$ cat src/sv/rhm_pkg.sv
// Shared types, constants and helpers for the rolling heartbeat monitor.
// No dependencies; every other file imports this package.
package rhm_pkg;

  localparam int DEFAULT_WINDOW_DEPTH = 1024;

  // Field widths that are fixed by the block's interface.
  localparam int TIME_W      = 32;
  localparam int COUNT_W     = 8;
  localparam int WIN_CFG_W   = 11;
  localparam int THR_W       = 10;
  localparam int FILL_OUT_W  = 11;
  localparam int MSUM_OUT_W  = 18;
  localparam int CFG_IDX_W   = 2;
  localparam int CFG_DATA_W  = 32;

  localparam int MIN_ENTRIES    = 2;
  localparam int US_PER_S       = 1000000;
  localparam int US_PER_S_W     = 20;
  localparam int PERMILLE_SCALE = 1000;
  localparam int PERMILLE_W     = 10;

  // Register values after reset.
  localparam logic [WIN_CFG_W-1:0] RST_WINDOW_IN_USE  = 11'd1000;
  localparam logic [THR_W-1:0]     RST_RATE_THR_HZ    = 10'd35;
  localparam logic [THR_W-1:0]     RST_MISS_THR_TENTH = 10'd20;
  localparam logic [TIME_W-1:0]    RST_TIMEOUT_US     = 32'd500000;

  typedef enum logic [CFG_IDX_W-1:0] {
    CFG_WINDOW_IN_USE = 2'd0,
    CFG_RATE_THR_HZ   = 2'd1,
    CFG_MISS_THR      = 2'd2,
    CFG_TIMEOUT_US    = 2'd3
  } cfg_reg_t;

  typedef enum logic [1:0] {
    LVL_OK   = 2'd0,
    LVL_WARN = 2'd1,
    LVL_ERR  = 2'd2
  } level_t;

  typedef enum logic [2:0] {
    RSN_OK        = 3'd0,
    RSN_NONE      = 3'd1,
    RSN_DUPLICATE = 3'd2,
    RSN_RATE_LOW  = 3'd3,
    RSN_MISS_ERR  = 3'd4,
    RSN_MISS_WARN = 3'd5,
    RSN_TIMEOUT   = 3'd6
  } reason_t;

  localparam logic FUNC_BEAT  = 1'b0;
  localparam logic FUNC_CHECK = 1'b1;

  // One ring entry.
  typedef struct packed {
    logic [COUNT_W-1:0] count;
    logic [TIME_W-1:0]  stamp;
  } entry_t;

  // What the front end captures for a status check.
  typedef struct packed {
    logic               too_few;
    logic               dup;
    logic               tmo;
    logic [COUNT_W-1:0] latest;
    logic [TIME_W-1:0]  elapsed;
    logic [TIME_W-1:0]  dt;
  } snap_t;

  // Number of counts skipped between adjacent heartbeats, modulo 256.
  function automatic logic [COUNT_W-1:0] beat_gap(input logic [COUNT_W-1:0] c,
                                                  input logic [COUNT_W-1:0] n);
    logic [COUNT_W-1:0] g;
    g = n - c - COUNT_W'(1);
    if (c == n) begin
      g = '0;
    end
    return g;
  endfunction

endpackage

$ cat src/sv/rhm_out_if.sv
// Result channel of the heartbeat monitor: one status per check.
// Depends on rhm_pkg for field widths.
interface rhm_out_if import rhm_pkg::*; ();
  logic                  valid;
  logic                  ready;
  logic [1:0]            status_level;
  logic [2:0]            reason_code;
  logic [COUNT_W-1:0]    latest_count;
  logic [TIME_W-1:0]     elapsed_us;
  logic [MSUM_OUT_W-1:0] missing_total;
  logic [FILL_OUT_W-1:0] window_fill;

  modport source (output valid, output status_level, output reason_code,
                  output latest_count, output elapsed_us, output missing_total,
                  output window_fill, input ready);
  modport sink (input valid, input status_level, input reason_code,
                input latest_count, input elapsed_us, input missing_total,
                input window_fill, output ready);
endinterface

$ cat src/sv/rhm_check.sv
// Status check pipeline: products, comparisons and the output register.
// Depends on rhm_pkg and rhm_out_if.
module rhm_check import rhm_pkg::*; #(
  parameter int FILL_W = 11,
  parameter int MSUM_W = 18
) (
  input  logic              clk,
  input  logic              rst_n,
  input  logic              snap_valid,
  input  snap_t             snap,
  input  logic [FILL_W-1:0] snap_fill,
  input  logic [MSUM_W-1:0] snap_msum,
  input  logic [THR_W-1:0]  rate_thr,
  input  logic [THR_W-1:0]  miss_thr,
  output logic              take_ok,
  rhm_out_if.source         out_chan
);

  localparam int RATE_L_W = FILL_W + US_PER_S_W;
  localparam int RATE_R_W = THR_W + TIME_W;
  localparam int MISS_L_W = MSUM_W + PERMILLE_W;
  localparam int MISS_R_W = THR_W + FILL_W;

  // Stage 1: captured snapshot.
  logic              v1_r;
  snap_t             snap1_r;
  logic [FILL_W-1:0] fill1_r;
  logic [MSUM_W-1:0] msum1_r;

  // Stage 2: registered products.
  logic                v2_r;
  snap_t               snap2_r;
  logic [FILL_W-1:0]   fill2_r;
  logic [MSUM_W-1:0]   msum2_r;
  logic [RATE_L_W-1:0] rate_lhs_r;
  logic [RATE_R_W-1:0] rate_rhs_r;
  logic [MISS_L_W-1:0] miss_lhs_r;
  logic [MISS_R_W-1:0] miss_rhs_r;

  // Output register.
  logic              out_valid_r;
  level_t            level_r;
  reason_t           reason_r;
  logic [COUNT_W-1:0] latest_r;
  logic [TIME_W-1:0] elapsed_r;
  logic [MSUM_W-1:0] msum_out_r;
  logic [FILL_W-1:0] fill_out_r;

  logic    out_free;
  logic    s2_free;
  logic    s1_free;
  logic    rate_low;
  logic    miss_err;
  logic    any_err;
  level_t  level_nxt;
  reason_t reason_nxt;

  assign out_free = !out_valid_r || out_chan.ready;
  assign s2_free  = !v2_r || out_free;
  assign s1_free  = !v1_r || s2_free;
  assign take_ok  = s1_free;

  always_comb begin
    rate_low = (snap2_r.dt != '0) && (64'(rate_lhs_r) < 64'(rate_rhs_r));
    miss_err = 64'(miss_lhs_r) > 64'(miss_rhs_r);
    any_err    = 1'b0;
    level_nxt  = LVL_OK;
    reason_nxt = RSN_OK;
    if (snap2_r.too_few) begin
      level_nxt  = LVL_ERR;
      reason_nxt = RSN_NONE;
    end else begin
      if (snap2_r.dup) begin
        level_nxt  = LVL_ERR;
        reason_nxt = RSN_DUPLICATE;
        any_err    = 1'b1;
      end
      if (rate_low) begin
        level_nxt  = LVL_ERR;
        reason_nxt = RSN_RATE_LOW;
        any_err    = 1'b1;
      end
      if (miss_err) begin
        level_nxt  = LVL_ERR;
        reason_nxt = RSN_MISS_ERR;
      end else if ((msum2_r != '0) && !any_err) begin
        level_nxt  = LVL_WARN;
        reason_nxt = RSN_MISS_WARN;
      end
      if (snap2_r.tmo) begin
        level_nxt  = LVL_ERR;
        reason_nxt = RSN_TIMEOUT;
      end
    end
  end

  always_ff @(posedge clk) begin
    if (!rst_n) begin
      v1_r        <= 1'b0;
      v2_r        <= 1'b0;
      out_valid_r <= 1'b0;
    end else begin
      if (s1_free) begin
        v1_r <= snap_valid;
      end
      if (s2_free) begin
        v2_r <= v1_r;
      end
      if (out_free) begin
        out_valid_r <= v2_r;
      end
    end
  end

  always_ff @(posedge clk) begin
    if (s1_free && snap_valid) begin
      snap1_r <= snap;
      fill1_r <= snap_fill;
      msum1_r <= snap_msum;
    end
    if (s2_free && v1_r) begin
      snap2_r    <= snap1_r;
      fill2_r    <= fill1_r;
      msum2_r    <= msum1_r;
      rate_lhs_r <= RATE_L_W'(fill1_r) * RATE_L_W'(US_PER_S);
      rate_rhs_r <= RATE_R_W'(rate_thr) * RATE_R_W'(snap1_r.dt);
      miss_lhs_r <= MISS_L_W'(msum1_r) * MISS_L_W'(PERMILLE_SCALE);
      miss_rhs_r <= MISS_R_W'(miss_thr) * MISS_R_W'(fill1_r);
    end
    if (out_free && v2_r) begin
      level_r    <= level_nxt;
      reason_r   <= reason_nxt;
      latest_r   <= snap2_r.latest;
      elapsed_r  <= snap2_r.elapsed;
      msum_out_r <= msum2_r;
      fill_out_r <= fill2_r;
    end
  end

  assign out_chan.valid         = out_valid_r;
  assign out_chan.status_level  = level_r;
  assign out_chan.reason_code   = reason_r;
  assign out_chan.latest_count  = latest_r;
  assign out_chan.elapsed_us    = elapsed_r;
  assign out_chan.missing_total = MSUM_OUT_W'(msum_out_r);
  assign out_chan.window_fill   = FILL_OUT_W'(fill_out_r);

endmodule

$ cat src/flat_wrapper.sv
// flat-port wrapper written by rule: the top's interface ports become plain ports
module rhm_check_flat import rhm_pkg::*;
#(
  parameter int FILL_W = 11,
  parameter int MSUM_W = 18
)
  (clk, rst_n, snap_valid, snap, snap_fill, snap_msum, rate_thr, miss_thr, take_ok, out_chan_valid, out_chan_status_level, out_chan_reason_code, out_chan_latest_count, out_chan_elapsed_us, out_chan_missing_total, out_chan_window_fill, out_chan_ready);
  rhm_out_if out_chan_i ();
  input  logic clk;
  input  logic rst_n;
  input  logic snap_valid;
  input  snap_t snap;
  input  logic [FILL_W-1:0] snap_fill;
  input  logic [MSUM_W-1:0] snap_msum;
  input  logic [THR_W-1:0] rate_thr;
  input  logic [THR_W-1:0] miss_thr;
  output logic take_ok;
  output wire logic [$bits(out_chan_i.valid)-1:0] out_chan_valid;
  output wire logic [$bits(out_chan_i.status_level)-1:0] out_chan_status_level;
  output wire logic [$bits(out_chan_i.reason_code)-1:0] out_chan_reason_code;
  output wire logic [$bits(out_chan_i.latest_count)-1:0] out_chan_latest_count;
  output wire logic [$bits(out_chan_i.elapsed_us)-1:0] out_chan_elapsed_us;
  output wire logic [$bits(out_chan_i.missing_total)-1:0] out_chan_missing_total;
  output wire logic [$bits(out_chan_i.window_fill)-1:0] out_chan_window_fill;
  input wire logic [$bits(out_chan_i.ready)-1:0] out_chan_ready;
  assign out_chan_valid = out_chan_i.valid;
  assign out_chan_status_level = out_chan_i.status_level;
  assign out_chan_reason_code = out_chan_i.reason_code;
  assign out_chan_latest_count = out_chan_i.latest_count;
  assign out_chan_elapsed_us = out_chan_i.elapsed_us;
  assign out_chan_missing_total = out_chan_i.missing_total;
  assign out_chan_window_fill = out_chan_i.window_fill;
  assign out_chan_i.ready = out_chan_ready;
  rhm_check #(.FILL_W(FILL_W), .MSUM_W(MSUM_W)) u_core (.clk(clk), .rst_n(rst_n), .snap_valid(snap_valid), .snap(snap), .snap_fill(snap_fill), .snap_msum(snap_msum), .rate_thr(rate_thr), .miss_thr(miss_thr), .take_ok(take_ok), .out_chan(out_chan_i));
endmodule
$ cat config.mk
export PLATFORM = sky130hd
export DESIGN_NAME = rhm_check_flat
export DESIGN_NICKNAME = d
export VERILOG_FILES = /design/src/sv/rhm_pkg.sv /design/src/sv/rhm_out_if.sv /design/src/sv/rhm_check.sv /design/src/flat_wrapper.sv
export SDC_FILE = /design/constraint.sdc
export NUM_CORES = 2
export LEC_CHECK = 0
export BUFFER_PORTS_ARGS = -buffer_cell sky130_fd_sc_hd__buf_2
export CELL_PAD_IN_SITES_DETAIL_PLACEMENT = 1
export CELL_PAD_IN_SITES_GLOBAL_PLACEMENT = 1
export CORE_UTILIZATION = 45
export CTS_CLUSTER_DIAMETER = 50
export DETAILED_ROUTE_END_ITERATION = 7
export GPL_ROUTABILITY_DRIVEN = 0
export PLACE_DENSITY = 0.83
export SYNTH_ARGS = -nofsm -noshare
export SYNTH_HDL_FRONTEND = slang
export SYNTH_SLANG_ARGS = --single-unit
$ cat constraint.sdc
create_clock -name clk -period 22.7 [get_ports clk]
set_input_delay 0 -clock clk [delete_from_list [all_inputs] [get_ports clk]]
set_output_delay 0 -clock clk [all_outputs]
set_load 0.005 [all_outputs]
======== Word-level counts from Yosys, hierarchy flattened ========
Index checks and enable logic that the tools add are counted.
storage, ports and cells
  register bits after elaboration ......... 398
  input bits .............................. 128
  output and inout bits ................... 76
cells by class
  multiply operators ...................... 4
  magnitude comparators ................... 2
  muxes and demuxes ....................... 11
  reduce and logical (&&, ||, !) cells .... 15
operator list
  cell                                                  count
  < comparator 31 x 42 -> 1 bit                         1
  multiplier 10 x 32 -> 42 bit                          1
  nonzero test 32 bit                                   1
  greater-than comparator 28 x 21 -> 1 bit              1
  multiplier 11 x 14 -> 25 bit (second input constant)  1
  multiplier 18 x 7 -> 25 bit (second input constant)   1
  multiplier 10 x 11 -> 21 bit                          1
  nonzero test 18 bit                                   1
  2-to-1 mux 2 bit                                      5
  2-to-1 mux 3 bit                                      3
  logical AND 1 bit                                     5
  zero test 1 bit                                       4
  logical OR 1 bit                                      3
  2-to-1 mux 1 bit                                      3
  OR reduction 3 bit                                    1

======== Longest topological paths before layout ========
  word-level depth ........................ 9
  depth in mapped cells ................... 22

======== Worst setup path after synthesis ========
Ideal clock, no wire load.
  path type ............................... flip-flop to flip-flop
  from .................................... register u_core.out_valid_r, in the netlist u_core.out_chan.valid
  to ...................................... register u_core.fill2_r[0] (enable)
  library setup time ...................... 1,109 ps
  arrival time ............................ 15,758 ps
  slack ................................... 5,833 ps
  cell stages (with the launch flop) ...... 3
  buffers on the path ..................... 0
  period minus slack after synthesis ...... 16,867 ps
  cell sequence ........................... dfxtp_1 > nor2b_1 > a21boi_0
between the ends
  cells in the longest elaborated chain, start to end .. 4
ends and longest elaborated chain
  element                 line              source
  from (decl)             rhm_check.sv:41   logic out_valid_r;
  from (signal assigned)  rhm_check.sv:110  out_valid_r <= v2_r;
  zero test 1 bit         rhm_check.sv:58   assign out_free = !out_valid_r || out_chan.ready;
  logical OR 1 bit        rhm_check.sv:58
  logical OR 1 bit        rhm_check.sv:59   assign s2_free = !v2_r || out_free;
  logical AND 1 bit       rhm_check.sv:121  if (s2_free && v1_r) begin
  to (signal assigned)    rhm_check.sv:123  fill2_r <= fill1_r;
  to (decl)               rhm_check.sv:33   logic [FILL_W-1:0] fill2_r;
No other way between the ends.
A chain may end at the register's enable or synchronous reset.

======== Worst setup path after layout ========
  from .................................... register u_core.snap1_r[13] in the netlist's numbering
  to ...................................... register u_core.rate_rhs_r[35] (data pin)
between the ends
  cells in the longest elaborated chain, start to end .. 1
ends and longest elaborated chain
  element                       line              source
  from (decl)                   rhm_check.sv:26   snap_t snap1_r;
  from (signal assigned)        rhm_check.sv:117  snap1_r <= snap;
  multiplier 10 x 32 -> 42 bit  rhm_check.sv:126  rate_rhs_r <= RATE_R_W'(rate_thr) * RATE_R_W'(snap1_r.dt);
  to (signal assigned)          rhm_check.sv:126
  to (decl)                     rhm_check.sv:36   logic [RATE_R_W-1:0] rate_rhs_r;
No other way between the ends.

==> results.sh <==
export IMPL_fin_ws_ns=16.54
export IMPL_dpl_cell_count=3797
export IMPL_wl_per_cell_um=20.0
export IMPL_drt_iter0_drc=1072
export IMPL_fin_skew_ns=0.0349
export IMPL_viasPerCell=5.26
export IMPL_cts_tree="built"
export IMPL_num_io_pins=204
export IMPL_fp_dieArea_mm2=0.0720
export IMPL_start_util=0.455
export IMPL_post_cts_setup_buffer_count=0
export IMPL_async_flop_share=0
export IMPL_pre_cts_ws_ns=16.58
export IMPL_grt_first_pass_wirelength_um=131000
export IMPL_first_pass_iters=5
export IMPL_cts_num_sinks=393
export IMPL_ctsRootBufferMaster="clkbuf_16"
export IMPL_power_density_mw_per_mm2=156
export IMPL_yosysWarningCount=0
export IMPL_arrival_ns=6.67
export IMPL_coreArea_mm2=0.0701
export IMPL_drive_above_1_share=0.110
export IMPL_ys_seq_elements=393
export IMPL_fillers=7390
export IMPL_grt_pass1_vias=24800
export IMPL_synthFlopType="edfxtp_1"
export IMPL_nets=3867
export IMPL_worstPathMaxFanout=11
export IMPL_synth_edf_count=390
export IMPL_required_ns=23.22
export IMPL_fmax_mhz=162
export IMPL_hpwl_um=59700
export IMPL_seq_area_frac_synth=0.369
export IMPL_multi_input_area_mm2=0.0181
export IMPL_min_path_type="in2reg"
export IMPL_totalWireLength_um=80500
export IMPL_worst_pin_slew_ns=1.14
export IMPL_max_slew_margin=0.239
export IMPL_numPortBuffers=203
export IMPL_final_common_cell="inv_1"
export IMPL_yosys_area_top_type="edfxtp_1"
export IMPL_synthTopCellsByArea="edfxtp_1 37%, fa_1 25%, ha_1 12%"
export IMPL_syn_area_per_cell_um2=11.7
export IMPL_drcViolationCount=0
export IMPL_antenna_found_initial=1
export IMPL_clk_pin_slew_ns=0.07
export IMPL_final_cell_mix="480 x inv_1, 400 x fa_1, 390 x edfxtp_1, 310 x ha_1, 260 x nand2_1"
export IMPL_fin_crit_sh=0.271
export IMPL_ctsResizeCount=0
export IMPL_hold_viol=0
export IMPL_synth_cells=2727
export IMPL_grt_max_degree=78
export IMPL_drv_cap=0
export IMPL_cts_buffer_depth=3
export IMPL_ant_nets=0
export IMPL_placementRows=97
export IMPL_synth_top_area_frac=0.367
export IMPL_peakVddDrop_mv=0.120
export IMPL_worst_skew_pair_late_latency_ns=0.65
export IMPL_synth_cell_types=68
export IMPL_layoutNonFillerInstCount=4022
export IMPL_netlist_area_mm2=0.0319
export IMPL_seqCellArea_mm2=0.0118
export IMPL_h_tree_depth=2
export IMPL_whs_ns=0.0314
export IMPL_finalPower_mw=5.79
export IMPL_status="completed"
export IMPL_fp_dieH_um=268
export IMPL_synth_fp_nets=3565
export IMPL_setup_violations=0
export IMPL_cts_buffers_inserted=61
export IMPL_overflow=0
export IMPL_p_leak_nw=17.0
export IMPL_slew_violations=0
export IMPL_tns_ns=0
export IMPL_grt_usage=0.232
export IMPL_cp_end_kind="flip-flop"
export IMPL_critPathKind="reg2reg"
export IMPL_die_w_um=268
export IMPL_period_minus_slack_ns=6.16
export IMPL_rsz0062_at_grt="false"
export IMPL_synthToLayoutAreaGrowth_pct=16.3
export IMPL_vias=21200
export IMPL_critPathLaunchType="flip-flop"
-- worst max-delay path, cell delays in order, from the launching register on --
cell and delay (ns):
edfxtp_1 0.67, nand2_1 0.16, fa_1 0.58, inv_1 0.06
fa_1 0.49, fa_1 0.51, fa_1 0.49, inv_1 0.05
fa_1 0.49, inv_1 0.05, ha_1 0.34, a21oi_1 0.20
o21ai_0 0.19, a221oi_1 0.50, o22ai_1 0.19, o21ai_2 0.28
o21ai_0 0.20, a2111oi_0 0.39, nand3b_1 0.16
-- final timing paths --
| check | startpoint | endpoint | slack (ns) | cells after the start |
|---|---|---|---|---|
| worst max-delay path | u_core.snap1_r[13] | u_core.rate_rhs_r[35] | 16.54 | 18 |
| worst min-delay path | miss_thr[1] | u_core.miss_rhs_r[1] | 0.03 | 3 |
| worst max register to register | u_core.snap1_r[13] | u_core.rate_rhs_r[35] | 16.54 | 18 |
| worst min register to register | u_core.snap1_r[61] | u_core.snap2_r[61] | 0.41 | 0 |
-- final cells by class --
| cell class | count | share of cell area |
|---|---|---|
| clock inverters | 53 | 0.0155 |
| well taps | 940 | 0.0317 |
| inverters | 480 | 0.0485 |
| diodes | 1 | 0.0000674 |
| repair buffers | 326 | 0.0596 |
| flip-flops and latches | 393 | 0.317 |
| multi-input cells | 1767 | 0.486 |
| clock buffers | 62 | 0.0412 |
-- what timing repair did --
item                                    CTS  global route
endpoints found under the setup margin    0             0
hold buffers                            109             0
hold endpoints to repair                114             0
-- cell families after synthesis --
family,after synthesis,share of synthesized area
fa+ha+maj,710,0.372
simple gates,694,0.110
flops,393,0.369
buf+inv,567,0.0667
compound gates,272,0.0574
mux,2,0.000627
xor+xnor,89,0.0244
-- metal layers --
layer,part of all wire,wire length [um],GRT usage
met2,0.53,42300,0.426
met4,0.031,2460,0.0762
met1,0.41,32600,0.279
met3,0.039,3140,0.0329
met5,0,0,0
-- synth_stat cells (all sizes together), types with 9 or more instances --
library cell  instances
nor2b                15
a21o                 38
a211oi               11
nor4                 21
edfxtp              390
o21bai               10
nand3                29
a31oi                12
o21a                 15
nor3                 31
ha                  310
xor2                 25
o211ai               13
o21ai                37
and2                216
inv                 480
nand2b                9
nand4                13
nand2               260
fa                  400
xnor2                64
nor2                 62
a21oi                78
clkbuf               82
and3                 13
-- where the power goes --
part           internal [mW]  leakage, nW  switching (mW)
Clock                  0.559         1.03           0.397
Sequential              1.11         3.70          0.0661
Combinational           1.52         12.3            2.14
-- flip-flops by register name, indices dropped and copies added, names as in the netlist, 8 cells and up --
register,cells
u_core.msum1_r,18
u_core.fill2_r,11
u_core.out_chan.elapsed_us,32
u_core.snap1_r,75
u_core.rate_rhs_r,42
u_core.msum2_r,18
u_core.out_chan.window_fill,11
u_core.out_chan.missing_total,18
u_core.out_chan.latest_count,8
u_core.miss_rhs_r,21
u_core.miss_lhs_r,23
u_core.rate_lhs_r,22
u_core.fill1_r,11
u_core.snap2_r,75
-- through the flow --
step,util,instance area (um2)
2_1_floorplan,-,31900
3_3_place_gp,0.484,33900
3_5_place_dp,0.484,33900
4_1_cts,0.529,37100
5_1_grt,0.529,37100
6_report,0.529,37100
Power figures use the tool's default switching activity.
